### config.mk
export PLATFORM = sky130hd
export DESIGN_NAME = mbbe_fifo
export DESIGN_NICKNAME = d
export VERILOG_FILES = /design/src/sv/mbbe_fifo.sv
export SDC_FILE = /design/constraint.sdc
export NUM_CORES = 1
export LEC_CHECK = 0
export BUFFER_PORTS_ARGS = -buffer_cell sky130_fd_sc_hd__clkbuf_2
export CAP_MARGIN = 0
export CORE_MARGIN = 4
export CORE_UTILIZATION = 47
export DETAILED_ROUTE_END_ITERATION = 10
export GPL_ROUTABILITY_DRIVEN = 0
export GPL_TIMING_DRIVEN = 0
export PLACE_DENSITY = 0.7
export SLEW_MARGIN = 20
export SYNTH_ARGS = -nofsm -noshare
export SYNTH_HDL_FRONTEND = slang
export SYNTH_SLANG_ARGS = --single-unit
### constraint.sdc
create_clock -name i_clk -period 2.29 [get_ports i_clk]
set_clock_uncertainty 0.2 [all_clocks]
set_input_delay 0.1145 -clock i_clk [delete_from_list [all_inputs] [get_ports i_clk]]
set_output_delay 0.1145 -clock i_clk [all_outputs]
set_load 0.03 [all_outputs]
### src/sv/mbbe_fifo.sv
module mbbe_fifo #(
    parameter int DEPTH = 4,
    parameter type T = logic
) (
    input  logic i_clk,
    input  logic i_rst_n,
    input  logic i_push,
    input  T     i_data,
    output logic o_full,
    input  logic i_pop,
    output logic o_empty,
    output T     o_data
);

    localparam int PW = (DEPTH > 1) ? $clog2(DEPTH) : 1;
    localparam int CW = $clog2(DEPTH + 1);

    T              r_mem [DEPTH];
    logic [PW-1:0] r_wp;
    logic [PW-1:0] r_rp;
    logic [CW-1:0] r_cnt;
    logic          do_push;
    logic          do_pop;

    assign o_full  = (r_cnt == CW'(DEPTH));
    assign o_empty = (r_cnt == '0);
    assign o_data  = r_mem[r_rp];
    assign do_push = i_push && !o_full;
    assign do_pop  = i_pop && !o_empty;

    // pointers and fill count
    always_ff @(posedge i_clk) begin
        if (!i_rst_n) begin
            r_wp  <= '0;
            r_rp  <= '0;
            r_cnt <= '0;
        end else begin
            if (do_push) begin
                r_wp <= (r_wp == PW'(DEPTH - 1)) ? '0 : r_wp + 1'b1;
            end
            if (do_pop) begin
                r_rp <= (r_rp == PW'(DEPTH - 1)) ? '0 : r_rp + 1'b1;
            end
            if (do_push && !do_pop) begin
                r_cnt <= r_cnt + 1'b1;
            end else if (do_pop && !do_push) begin
                r_cnt <= r_cnt - 1'b1;
            end
        end
    end

    // storage
    always_ff @(posedge i_clk) begin
        if (do_push) begin
            r_mem[r_wp] <= i_data;
        end
    end

endmodule

==> metrics.md <==
| Metric | Value |
|---|---|
| Slew Limit Fails | `0` |
| Path depth of the worst reg2reg path | `9` |
| Input/output buffers | `7` |
| First-pass GRT wire length | `1610 um` |
| I/O pin cnt | `8` |
| CP max stage cell | `dfxtp_4` |
| Relative max-transition margin | `0.747` |
| Vias | `427` |
| Die area | `1970 sq um` |
| Leading area contributor after synthesis | `dfxtp_1` |
| CTS clk-pin slew, worst paths | `0.07 ns` |
| Root Buffer Master | `clkbuf_4` |
| Fin Setup TNS | `0 ns` |
| Data arrival, critical path | `2.19 ns` |
| Sink Count | `13` |
| RR Endpoint | `r_cnt[2]` |
| H-tree levels | `1` |
| Share of layout cells above drive strength 1 | `0.278` |
| Commonest non-fill, non-tap cell in the layout | `clkbuf_2` |
| DRC violations left | `0` |
| Final Hold Viols | `0` |
| MaxCap Viol Count | `0` |
| Yosys warnings | `0` |
| Initial Utilization | `0.532` |
| Worst Setup End Kind | `register` |
| Actual slew at the worst max-slew pin | `0.379 ns` |
| Worst hold path type | `in -> reg` |
| Initial antenna violation count | `0` |
| Chip Width | `44.4 um` |
| Congestion Overflow GR | `0` |
| CORE AREA | `1170 sq um` |
| # setup viols final | `0` |
| Overall routed net length | `947 um` |
| WL/cell | `11.0 um` |
| Die Height | `44.4 um` |
| Max VDD drop | `0.659 mV` |
| Multi-input gate area | `328 sq um` |
| Vias in the first global route | `400` |
| Post-DP HPWL | `688 um` |
| Setup CP Type | `reg -> reg` |
| Max clock buf depth | `2` |
| Crit path max fanout | `5` |
| Dpl ws | `-0.0990 ns` |
| Worst EP required | `2.29 ns` |
| Hold Crit Start | `i_push` |
| # rows | `12` |
| Worst Hold Depth | `5` |
| TritonRoute pass-1 iters | `1` |
| Area delta synth->final | `26.1%` |
| Pin count of the biggest net entering global routing | `11` |
| Ant. Diodes | `0` |
| Layout fillers | `104` |
| Startpoint types | `register` |
| Reg area | `309 sq um` |
| Hold worst-path end | `r_wp[1]` |
| Final min period | `2.19 ns` |
| Reg-to-reg critical path startpoint | `r_cnt[2]` |
| R2R Setup Slk | `0.1 ns` |
| Synthesized area | `623 sq um` |
| Most frequent cells in the layout | `clkbuf_2, nand2_1, dfxtp_1` |
| Gate Count Post-Synth | `56` |
| Synth top area cells | `dfxtp_1, edfxtp_1, ha_1` |
| Sequential area share after synthesis | `0.482` |
| Yosys top cell area share | `0.289` |
| CP peak stage delay | `0.36 ns` |
| F_max | `0.456 GHz` |
| Clock Latency Late Sink | `0.27 ns` |
| Mean post-synth cell area | `11.1 sq um` |
| PwrDens | `1040 nW/um^2` |
| Final nets | `85` |
| Mapped Nets | `68` |
| Yosys reg bits | `13` |
| Non-Filler Instances | `86` |
| GRT Total Usage | `0.116` |
| Outcome | `completed` |
| Placed insts | `77` |
| Num CTS Buffers | `3` |
| Crit-path cells | `nor3b_4 -> nor2b_1 -> buf_4 -> ha_2 -> inv_1 -> fa_2 -> xor2_1 -> or3_1 -> a21boi_1` |
| Final Worst Setup Slack | `0.0978 ns` |
| DRT iter0 DRCs | `0` |
| Vias per cell | `4.97` |
| Period utilization | `0.957` |
| Leakage | `0.000330 uW` |
| Synth unique cells | `22` |
| CTS tree | `yes` |
| Post-route ant nets | `0` |
[stage by stage]
stage	total power, uW	utilization	area (sq um)	hold slack, ns
after floorplan	581	-	634	0.0134
after global placement	637	0.587	687	0.136
after detailed placement	650	0.587	687	0.135
after CTS	813	0.656	768	0.0917
after global routing	882	0.671	786	0.275
final	821	0.671	786	0.228
[final cells by class]
cell class / instances / share of cell area
Sequential cell: 13 / 0.393
Timing Repair Buffer: 12 / 0.105
Tap cell: 14 / 0.0223
Inverter: 3 / 0.0143
Clock buffer: 4 / 0.0334
Buffer: 2 / 0.0143
Multi-Input combinational cell: 38 / 0.417
[cell usage after synthesis (all sizes together)]
| cell | number |
|---|---|
| inv | 3 |
| xor2 | 1 |
| mux2i | 3 |
| o21ai | 3 |
| ha | 6 |
| edfxtp | 4 |
| xnor2 | 1 |
| mux4 | 1 |
| nor3 | 1 |
| clkbuf | 1 |
| buf | 1 |
| and2 | 5 |
| dfxtp | 9 |
| nand2 | 6 |
| nor2b | 2 |
| fa | 1 |
| a21boi | 1 |
| or3 | 1 |
| nor3b | 1 |
| nand3 | 2 |
| o31ai | 1 |
| nor2 | 2 |
[worst max-delay path: cells and delay by family (launching register included)]
kind / cells / cell delay, ns
buf+inv: 2 / 0.18
xor+xnor: 1 / 0.16
flops: 1 / 0.36
fa+ha+maj: 2 / 0.51
simple gates: 3 / 0.59
compound gates: 1 / 0.12
[worst max-delay path by stage]
stage,slack [ns],cells past startpoint,end,startpoint
3_3_place_gp,-0.07,7,r_cnt[2],r_cnt[1]
4_1_cts,0.007,7,r_cnt[2],r_cnt[1]
6_report,0.1,9,r_cnt[2],r_cnt[2]
5_1_grt,-0.01,9,r_cnt[2],r_cnt[2]
2_1_floorplan,0.005,9,r_cnt[2],r_cnt[0]
3_5_place_dp,-0.1,7,r_cnt[2],r_cnt[1]
[metal layers]
layer	up-vias	part of all wire	routed length [um]	global-route usage
li1	219	-	-	-
met1	196	0.43	407	0.132
met2	7	0.50	475	0.189
met3	5	0.036	34	0.0366
met4	0	0.031	29	0.0723
met5	-	0	0	0
[power by group]
part / total, uW / leakage (uW) / switching (uW) / internal [uW]
Combinational: 319 / 0.000203 / 163 / 156
Clock: 135 / 0.0000150 / 67.8 / 67.5
Sequential: 366 / 0.000112 / 65.5 / 301
Total: 821 / 0.000330 / 296 / 524
[logic make-up after synthesis]
logic type	after synthesis	synth area share
buf+inv	5	0.0321
compound gates	5	0.0482
xor+xnor	2	0.0281
fa+ha+maj	7	0.153
mux	4	0.0843
simple gates	20	0.173
flops	13	0.482
[timing repair]
item / 4_1_cts / 5_1_grt
pin swaps: 0 / 2
gates resized for setup: 5 / 5
hold buffers: 4 / 0
setup endpoints to repair: 1 / 1
cloned: 0 / 0
endpoints found under the hold margin: 8 / 0
buffers inserted: 0 / 1
Note: power is estimated with default switching activity, not from simulation.
