### config.mk
export PLATFORM = sky130hd
export DESIGN_NAME = mbbe_front
export DESIGN_NICKNAME = d
export VERILOG_FILES = /design/src/sv/mbbe_pkg.sv /design/src/sv/mbbe_front.sv
export SDC_FILE = /design/constraint.sdc
export NUM_CORES = 1
export LEC_CHECK = 0
export BUFFER_PORTS_ARGS = -buffer_cell sky130_fd_sc_hd__clkbuf_2
export CAP_MARGIN = 20
export CORE_MARGIN = 1
export CORE_UTILIZATION = 44
export DETAILED_ROUTE_END_ITERATION = 10
export HOLD_SLACK_MARGIN = 0.08
export PLACE_DENSITY_LB_ADDON = 0.1
export SLEW_MARGIN = 20
export SYNTH_ARGS = -nofsm -noshare
export SYNTH_HDL_FRONTEND = slang
export SYNTH_SLANG_ARGS = --single-unit
### constraint.sdc
create_clock -name i_clk -period 5.5 [get_ports i_clk]
set_input_delay 0.275 -clock i_clk [delete_from_list [all_inputs] [get_ports i_clk]]
set_output_delay 0.275 -clock i_clk [all_outputs]
set_load 0.005 [all_outputs]
### src/sv/mbbe_pkg.sv
package mbbe_pkg;

    // frame store geometry
    localparam int STORE_DEPTH = 1024;
    localparam int ADDR_W      = 10;
    localparam logic [10:0] MAX_SIZE = 11'd1024;

    // item commands
    localparam logic [1:0] CMD_BLIT    = 2'd0;
    localparam logic [1:0] CMD_READ    = 2'd1;
    localparam logic [1:0] CMD_WRITE   = 2'd2;
    localparam logic [1:0] CMD_RESTART = 2'd3;

    // configuration register indexes
    localparam logic [2:0] REG_DEST_X        = 3'd0;
    localparam logic [2:0] REG_DEST_Y        = 3'd1;
    localparam logic [2:0] REG_BITMAP_WIDTH  = 3'd2;
    localparam logic [2:0] REG_BITMAP_HEIGHT = 3'd3;
    localparam logic [2:0] REG_DRAW_COLOR    = 3'd4;

    typedef struct packed {
        logic [10:0] dest_x;
        logic [10:0] dest_y;
        logic [10:0] bitmap_width;
        logic [10:0] bitmap_height;
        logic        draw_color;
    } t_cfg;

    // one classified item: up to two frame byte updates
    typedef struct packed {
        logic [1:0]        cmd;
        logic [ADDR_W-1:0] addr0;
        logic [7:0]        mask0;
        logic [ADDR_W-1:0] addr1;
        logic [7:0]        mask1;
        logic              two;
        logic [7:0]        data;
        logic              color;
        logic              done;
    } t_op;

    typedef struct packed {
        logic [7:0] read_data;
        logic       blit_done;
    } t_res;

    // zero acts as one, anything above the maximum acts as the maximum
    function automatic logic [10:0] clamp_size(input logic [10:0] v);
        logic [10:0] r;
        r = v;
        if (v == 11'd0) begin
            r = 11'd1;
        end else if (v > MAX_SIZE) begin
            r = MAX_SIZE;
        end
        return r;
    endfunction

endpackage

### src/sv/mbbe_front.sv
module mbbe_front #(
    parameter int FRAME_WIDTH  = 128,
    parameter int FRAME_HEIGHT = 64
) (
    input  logic               i_clk,
    input  logic               i_rst_n,
    input  mbbe_pkg::t_cfg     i_cfg,
    input  logic               i_push,
    output logic               o_full,
    input  logic [1:0]         i_cmd,
    input  logic [7:0]         i_data_byte,
    input  logic [9:0]         i_frame_address,
    input  logic               i_busy,
    output logic               o_op_push,
    output mbbe_pkg::t_op      o_op,
    input  logic               i_op_full
);

    localparam int          BPR   = (FRAME_WIDTH + 7) / 8;
    localparam logic [7:0]  BPR_V = 8'(BPR);
    localparam logic [12:0] FW_V  = 13'(FRAME_WIDTH);
    localparam logic [12:0] FH_V  = 13'(FRAME_HEIGHT);

    logic [6:0]  r_col, n_col;
    logic [9:0]  r_row, n_row;
    logic        n_done;
    logic        accept;
    logic [10:0] w;
    logic [10:0] h;
    logic [7:0]  bw;

    logic        r_s1_valid;
    logic [1:0]  r_s1_cmd;
    logic [7:0]  r_s1_data;
    logic [9:0]  r_s1_addr;
    logic [6:0]  r_s1_col;
    logic [9:0]  r_s1_row;
    logic        r_s1_done;

    logic [12:0] px_base;
    logic [12:0] y;
    logic        y_ok;
    logic [9:0]  b0;
    logic [9:0]  b1;
    logic [7:0]  wmask;
    logic [15:0] win;
    logic [19:0] idx0;
    logic [19:0] idx1;
    logic [7:0]  m0;
    logic [7:0]  m1;

    // pixel columns of frame byte b that lie inside the frame
    function automatic logic [7:0] col_mask(input logic [9:0] b);
        logic [12:0] x;
        logic [7:0]  m;
        m = '0;
        for (int j = 0; j < 8; j++) begin
            x    = {b, 3'(7 - j)};
            m[j] = !x[12] && (x < FW_V);
        end
        return m;
    endfunction

    // frame byte index of byte column b on row yr
    function automatic logic [19:0] byte_index(input logic [9:0] b, input logic [10:0] yr);
        return 20'(yr) * 20'(BPR_V) + 20'(b[7:0]);
    endfunction

    assign o_full    = i_busy || (r_s1_valid && i_op_full);
    assign accept    = i_push && !o_full;
    assign o_op_push = r_s1_valid && !i_op_full;

    assign w  = mbbe_pkg::clamp_size(i_cfg.bitmap_width);
    assign h  = mbbe_pkg::clamp_size(i_cfg.bitmap_height);
    assign bw = 8'((12'(w) + 12'd7) >> 3);

    // bitmap position counters
    always_comb begin
        n_col  = r_col;
        n_row  = r_row;
        n_done = 1'b0;
        if (accept) begin
            unique case (i_cmd) inside
                mbbe_pkg::CMD_BLIT: begin
                    if (({1'b0, r_col} + 8'd1) >= bw) begin
                        n_col = '0;
                        if (({1'b0, r_row} + 11'd1) >= h) begin
                            n_row  = '0;
                            n_done = 1'b1;
                        end else begin
                            n_row = r_row + 10'd1;
                        end
                    end else begin
                        n_col = r_col + 7'd1;
                    end
                end
                mbbe_pkg::CMD_RESTART: begin
                    n_col = '0;
                    n_row = '0;
                end
                mbbe_pkg::CMD_READ, mbbe_pkg::CMD_WRITE: begin
                end
                default: begin
                end
            endcase
        end
    end

    always_ff @(posedge i_clk) begin
        if (!i_rst_n) begin
            r_col      <= '0;
            r_row      <= '0;
            r_s1_valid <= 1'b0;
        end else begin
            r_col <= n_col;
            r_row <= n_row;
            if (accept) begin
                r_s1_valid <= 1'b1;
            end else if (!i_op_full) begin
                r_s1_valid <= 1'b0;
            end
        end
    end

    // item holding stage with its position snapshot
    always_ff @(posedge i_clk) begin
        if (accept) begin
            r_s1_cmd  <= i_cmd;
            r_s1_data <= i_data_byte;
            r_s1_addr <= i_frame_address;
            r_s1_col  <= r_col;
            r_s1_row  <= r_row;
            r_s1_done <= n_done;
        end
    end

    // map the byte onto at most two frame bytes
    always_comb begin
        px_base = 13'({{2{i_cfg.dest_x[10]}}, i_cfg.dest_x}) + {3'b000, r_s1_col, 3'b000};
        y       = 13'({{2{i_cfg.dest_y[10]}}, i_cfg.dest_y}) + {3'b000, r_s1_row};
        y_ok    = !y[12] && (y < FH_V);
        b0      = px_base[12:3];
        b1      = b0 + 10'd1;
        for (int k = 0; k < 8; k++) begin
            wmask[7 - k] = {1'b0, r_s1_col, 3'(k)} < w;
        end
        win  = {r_s1_data & wmask, 8'h00} >> px_base[2:0];
        idx0 = byte_index(b0, y[10:0]);
        idx1 = byte_index(b1, y[10:0]);
        m0   = win[15:8] & col_mask(b0)
             & {8{y_ok && !b0[9] && (idx0[19:10] == '0)}};
        m1   = win[7:0] & col_mask(b1)
             & {8{y_ok && !b1[9] && (idx1[19:10] == '0)}};

        o_op.cmd   = r_s1_cmd;
        o_op.data  = r_s1_data;
        o_op.color = i_cfg.draw_color;
        o_op.done  = r_s1_done;
        o_op.addr1 = idx1[9:0];
        o_op.mask1 = m1;
        if (r_s1_cmd != mbbe_pkg::CMD_BLIT) begin
            o_op.addr0 = r_s1_addr;
            o_op.mask0 = '0;
            o_op.two   = 1'b0;
        end else if (m0 == '0) begin
            o_op.addr0 = idx1[9:0];
            o_op.mask0 = m1;
            o_op.two   = 1'b0;
        end else begin
            o_op.addr0 = idx0[9:0];
            o_op.mask0 = m0;
            o_op.two   = (m1 != '0);
        end
    end

endmodule

==> flow_summary.toml, run 1 <==
[route]
ant_nets = 0
wire_per_inst_um = 15.80
drt_wl_total_mm = 13.81
routed-via-count = 4874
route.detailed.drc = 0
dr.pass1.iters = 5
vias_per_cell = 5.577
drt_iter0_drc = 253

[final_layout]
layout.nets = 857
final.fill_count = 1139
syn_to_final_growth_pct = 16.07
mostFrequentLayoutCells = "117 x clkbuf_2, 57 x ha_1, 52 x nand2_1"
final_common_cell = "clkbuf_2"
post-route-util = 0.5228
postLayoutCellArea_um2 = 6280
final_cells = 874
n_antenna_cell = 0
drive_above_1_share = 0.2008

[clocking]
ctsHtreeMaxLevel = 2
hold_buffers = 0
clockBufferDepth = 2
cts_resized = 0
cts_buffers = 5
cts_setup_buffers = 0
cts_tree = "done"
cts-root-buf = "clkbuf_16"
clock_sinks = 56
cts.clk_slew.worst_paths_ps = 80
clock_latency_ps = 310

[floorplanning]
rows = 40
die-width_um = 112.9
start_util = 0.4504
die_area_um2 = 12740
die_h_um = 112.9
core_um2 = 12010
ioPinCount = 121

[synth]
syn_area_um2 = 5410
ys_ff_latch = 56
synth_seq_area_share = 0.2775
syn_nets = 748
synth-edff-count = 38
synthArstFlopShare = 0
synthDistinctLibCells = 69
synth-main-ff-cell = "edfxtp_1"
yosysWarnings = 0
synthCells = 617
syn_avg_cell_area_um2 = 8.769

[critical_path]
crit_required_ps = 5220
critPathMaxStageDelay_ps = 450
crit_chain = "ha_1 > a21o_1 > a211o_1 > a21oi_1 > xnor2_1 > inv_2 > or3b_1 > xnor2_1 > ha_1 > nor2b_1 > o21a_1 > nor2b_1 > a41oi_1 > nor4_2 > buf_4 > or4b_1 > a21oi_1 > clkbuf_2"
cp-start-kind = "flip-flop"
critical_path_class = "reg2out"
crit_path_end_kind = "output port"
cp_top_family = "simple AND/OR/NAND/NOR gates"
path_buf_inv = 3
worstPathMaxFanout = 12
rrSetupSlack_ps = 2250
crit_arrival_ps = 4860
worst_path_max_delay_cell = "or4b_1"

[sta]
rsz0062_at_grt = "false"
fin_crit_ps = 5135
relSlewSlack = 0.3612
finalSetupViolCount = 0
fin_skew_ps = 6.353
max_clock_freq_ghz = 0.1948
hold_violations = 0
fin_crit_sh = 0.9336
worstMarginPinSlew_ps = 945.2
slew_viol_final = 0
final.setup.tns_ps = 0

[pwr]
powerDensity_nw_per_um2 = 205.2
vdd_drop_max_v = 0.0001128
leakagePower_nw = 2.759

[worst_hold_path]
hp-class = "in2reg"

[place]
hpwl_mm = 11.31
portBuffers = 117
place.gp.congestion = 0.9076
place_area_um2 = 6117
place_inst = 866

[flow_run]
cap_violations = 0

[global_routing]
grt_max_degree = 26
grtUsageTotal = 0.2229
grt_pass1_vias = 4598
antenna_found_initial = 0
grt_pass1_wl_mm = 22.41
overflow = 0

[run_status]
status = "finished clean"
==> cells by family (layout without fill, tap and decap cells) <==
family                   after synthesis  in the layout  share of synthesized area
AND/OR/NAND/NOR                      226            226                     0.2301
AO/OA/AOI/OAI                        165            165                     0.2077
adder cells (fa/ha/maj)               61             61                     0.1466
flip-flops                            56             56                     0.2775
buffers and inverters                 50            160                    0.03862
XOR/XNOR                              39             39                    0.06313
multiplexers                          19             19                    0.03561
other                                  1              1                  0.0006931
==> report_power, final <==
group	switching (mW)	internal (mW)	leakage, nW
sequential	0.00762	0.463	0.498
clock	0.160	0.196	0.0780
combinational	0.258	0.204	2.18
total	0.426	0.863	2.76
==> metrics by stage <==
stage                     hold WS [ps]  setup slack, ps  power (mW)
after floorplan                  373.9             1348      0.7981
final                            137.8            365.4       1.289
after detailed placement         453.6            692.1      0.9420
after CTS                        123.2            313.6       1.305
after global routing             126.9            30.19       1.373
after global placement           451.5            837.9      0.9335
==> final timing paths <==
kind	from	end	depth (start not counted)
hold / removal	i_frame_address[4]	r_s1_addr[4]	1
hold reg to reg	r_s1_valid	r_s1_valid	2
setup / recovery	r_s1_col[1]	o_op[30]	18
setup reg to reg	r_row[0]	r_row[3]	11
==> sequential cells by signal, indices dropped and copies added (netlist names) <==
signal      count
r_col           7
r_row          10
r_s1_addr      10
r_s1_cmd        2
r_s1_col        7
r_s1_data       8
r_s1_done       1
r_s1_row       10
r_s1_valid      1
==> cell usage after synthesis (10+ instances only) <==
cell type	number	area, µm²
nand2_1	52	195.2
a211oi_1	10	75.07
xor2_1	10	87.58
nor2b_1	14	87.58
dfxtp_1	18	360.4
nor2_1	37	138.9
inv_1	28	105.1
o21a_1	11	82.58
nand3_1	19	95.09
ha_1	57	713.2
a21o_1	14	105.1
clkbuf_1	12	45.04
o21ai_0	26	130.1
a21oi_1	45	225.2
nand2b_1	25	156.4
xnor2_1	29	254.0
mux2i_1	17	170.2
edfxtp_1	38	1141
==> layout make-up <==
cell class              count  area (µm²)  share of cell area
multi-input cells         511        3700              0.5892
flip-flops and latches     56        1501              0.2391
repair buffers            121       615.6             0.09803
well taps                 147       183.9             0.02929
clock buffers               6       150.1             0.02391
inverters                  31       116.4             0.01853
clock inverters             2       12.51            0.001992
==> per-layer routing <==
layer,up-vias,wire length [µm],GRT usage
met5,-,0,0
met4,0,102,0.05000
met3,5,717,0.04392
met2,125,6288,0.3638
met1,2225,6702,0.3052
li1,2519,-,-
Power figures use the tool's default switching activity.
==> run 2: changes to the inputs <==
Settings changed: ABC_CLOCK_PERIOD_IN_PS from default to 5500, CORE_ASPECT_RATIO from default to 1.4.
==> run 2 against run 1 <==
- critical path depth unchanged
- total power decreased by 1.5%
- global-route usage decreased by 0.98 points
- sequential share of layout area about the same
- hold slack improved by 3.5 ps
- fmax increased by 2.0%
==> flow_summary.toml, run 2 (synthesis gave the netlist of run 1 again) <==
[run_status]
status = "finished clean"

[final_layout]
drive_above_1_share = 0.2005
n_antenna_cell = 0
postLayoutCellArea_um2 = 6269
syn_to_final_growth_pct = 15.86
reg_top3 = "r_row (10), r_s1_addr (10), r_s1_row (10)"
final_common_cell = "clkbuf_2"
mostFrequentLayoutCells = "117 x clkbuf_2, 57 x ha_1, 52 x nand2_1"
layout.nets = 858

[floorplanning]
rows = 47
core_um2 = 11880
die_h_um = 133.2
die-width_um = 95.72
start_util = 0.4554
ioPinCount = 121
die_area_um2 = 12750

[global_routing]
antenna_found_initial = 0
grtUsageTotal = 0.2131
overflow = 0
grt_max_degree = 31
grt_pass1_wl_mm = 21.82
grt_pass1_vias = 4812

[route]
ant_nets = 0
vias_per_cell = 5.702
drt_wl_total_mm = 13.30
route.detailed.drc = 0
wire_per_inst_um = 15.20
drt_iter0_drc = 168
routed-via-count = 4989
dr.pass1.iters = 4

[sta]
max_clock_freq_ghz = 0.1986
fin_crit_ps = 5034
hold_ws_ps = 141.3
fin_crit_sh = 0.9153
slew_viol_final = 0
final.setup.tns_ps = 0
hold_violations = 0
rsz0062_at_grt = "false"
worstMarginPinSlew_ps = 859.9
finalSetupViolCount = 0
fin_skew_ps = 2.726
relSlewSlack = 0.4189
setup_ws_ps = 465.8

[critical_path]
crit_arrival_ps = 4760
rr_startpoint = "r_row[0]"
crit_required_ps = 5220
crit_start = "r_s1_col[1]"
critical_path_class = "reg2out"
worstPathMaxFanout = 12
crit_path_end_kind = "output port"
cp-start-kind = "flip-flop"

[pwr]
powerDensity_nw_per_um2 = 202.4
vdd_drop_max_v = 0.0001131
power.total_mw = 1.269
leakagePower_nw = 2.758

[clocking]
clockBufferDepth = 2
cts.clk_slew.worst_paths_ps = 80
cts_buffers = 5
ctsHtreeMaxLevel = 2
clock_latency_ps = 300
cts_tree = "done"
clock_sinks = 56
hold_buffers = 0
cts-root-buf = "clkbuf_16"

[flow_run]
cap_violations = 0

[worst_hold_path]
hp-class = "in2reg"
min_from = "i_data_byte[0]"

[place]
hpwl_mm = 10.92
dp_slack_ps = 702.0
place_area_um2 = 6117
portBuffers = 117
place.gp.congestion = 0.9104
[run 2: layout make-up]
class	instances	area, µm²
clock buffer	6	128.9
clock inverter	2	15.01
fill	1163	5610
inverter	31	116.4
multi-input combinational	511	3700
sequential	56	1501
tap	147	183.9
timing repair buffer	122	623.1
[run 2: power breakdown]
part / internal, mW / leakage [nW] / switching [mW]
clock network: 0.172 / 0.0718 / 0.160
logic: 0.205 / 2.19 / 0.261
registers: 0.463 / 0.498 / 0.00796
total: 0.839 / 2.76 / 0.430
[run 2: metrics by stage]
step / instances / utilization
6_report: 875 / 0.5277
5_1_grt: 875 / 0.5277
4_1_cts: 874 / 0.5271
3_5_place_dp: 866 / 0.5150
3_3_place_gp: 866 / 0.5150
2_1_floorplan: 617 / -
[run 2: per-layer routing]
metal	share of wire	global-route usage	wire length, µm	up-vias
met5	0	0	0	-
met4	0.013	0.05473	179	0
met3	0.046	0.02797	606	14
met2	0.51	0.3877	6772	128
met1	0.43	0.2581	5737	2332
li1	-	-	-	2515
[run 2: path summary, 6_finish.rpt]
| check | slack (ps) | depth (start not counted) | endpoint |
|---|---|---|---|
| min reg2reg | 470 | 2 | r_s1_valid |
| min | 140 | 1 | r_s1_data[0] |
| max | 470 | 18 | o_op[32] |
| max reg2reg | 2310 | 11 | r_row[8] |
[run 2: worst max-delay path: stages, from the launching register on]
cell and delay, ps:
edfxtp_1 420, ha_1 300, a21o_1 210, a211o_1 320
a21oi_1 180, xnor2_1 290, inv_2 110, or3b_1 440
xnor2_1 150, ha_1 330, nor2b_1 140, o21a_1 200
nor2b_1 110, a41oi_1 150, nor4_2 170, buf_4 210
or4b_1 450, a21oi_1 140, clkbuf_2 130
[run 2: what timing repair did]
item,CTS,global route
setup endpoints to repair,0,1
setup buffers,0,1
resized for setup,0,0
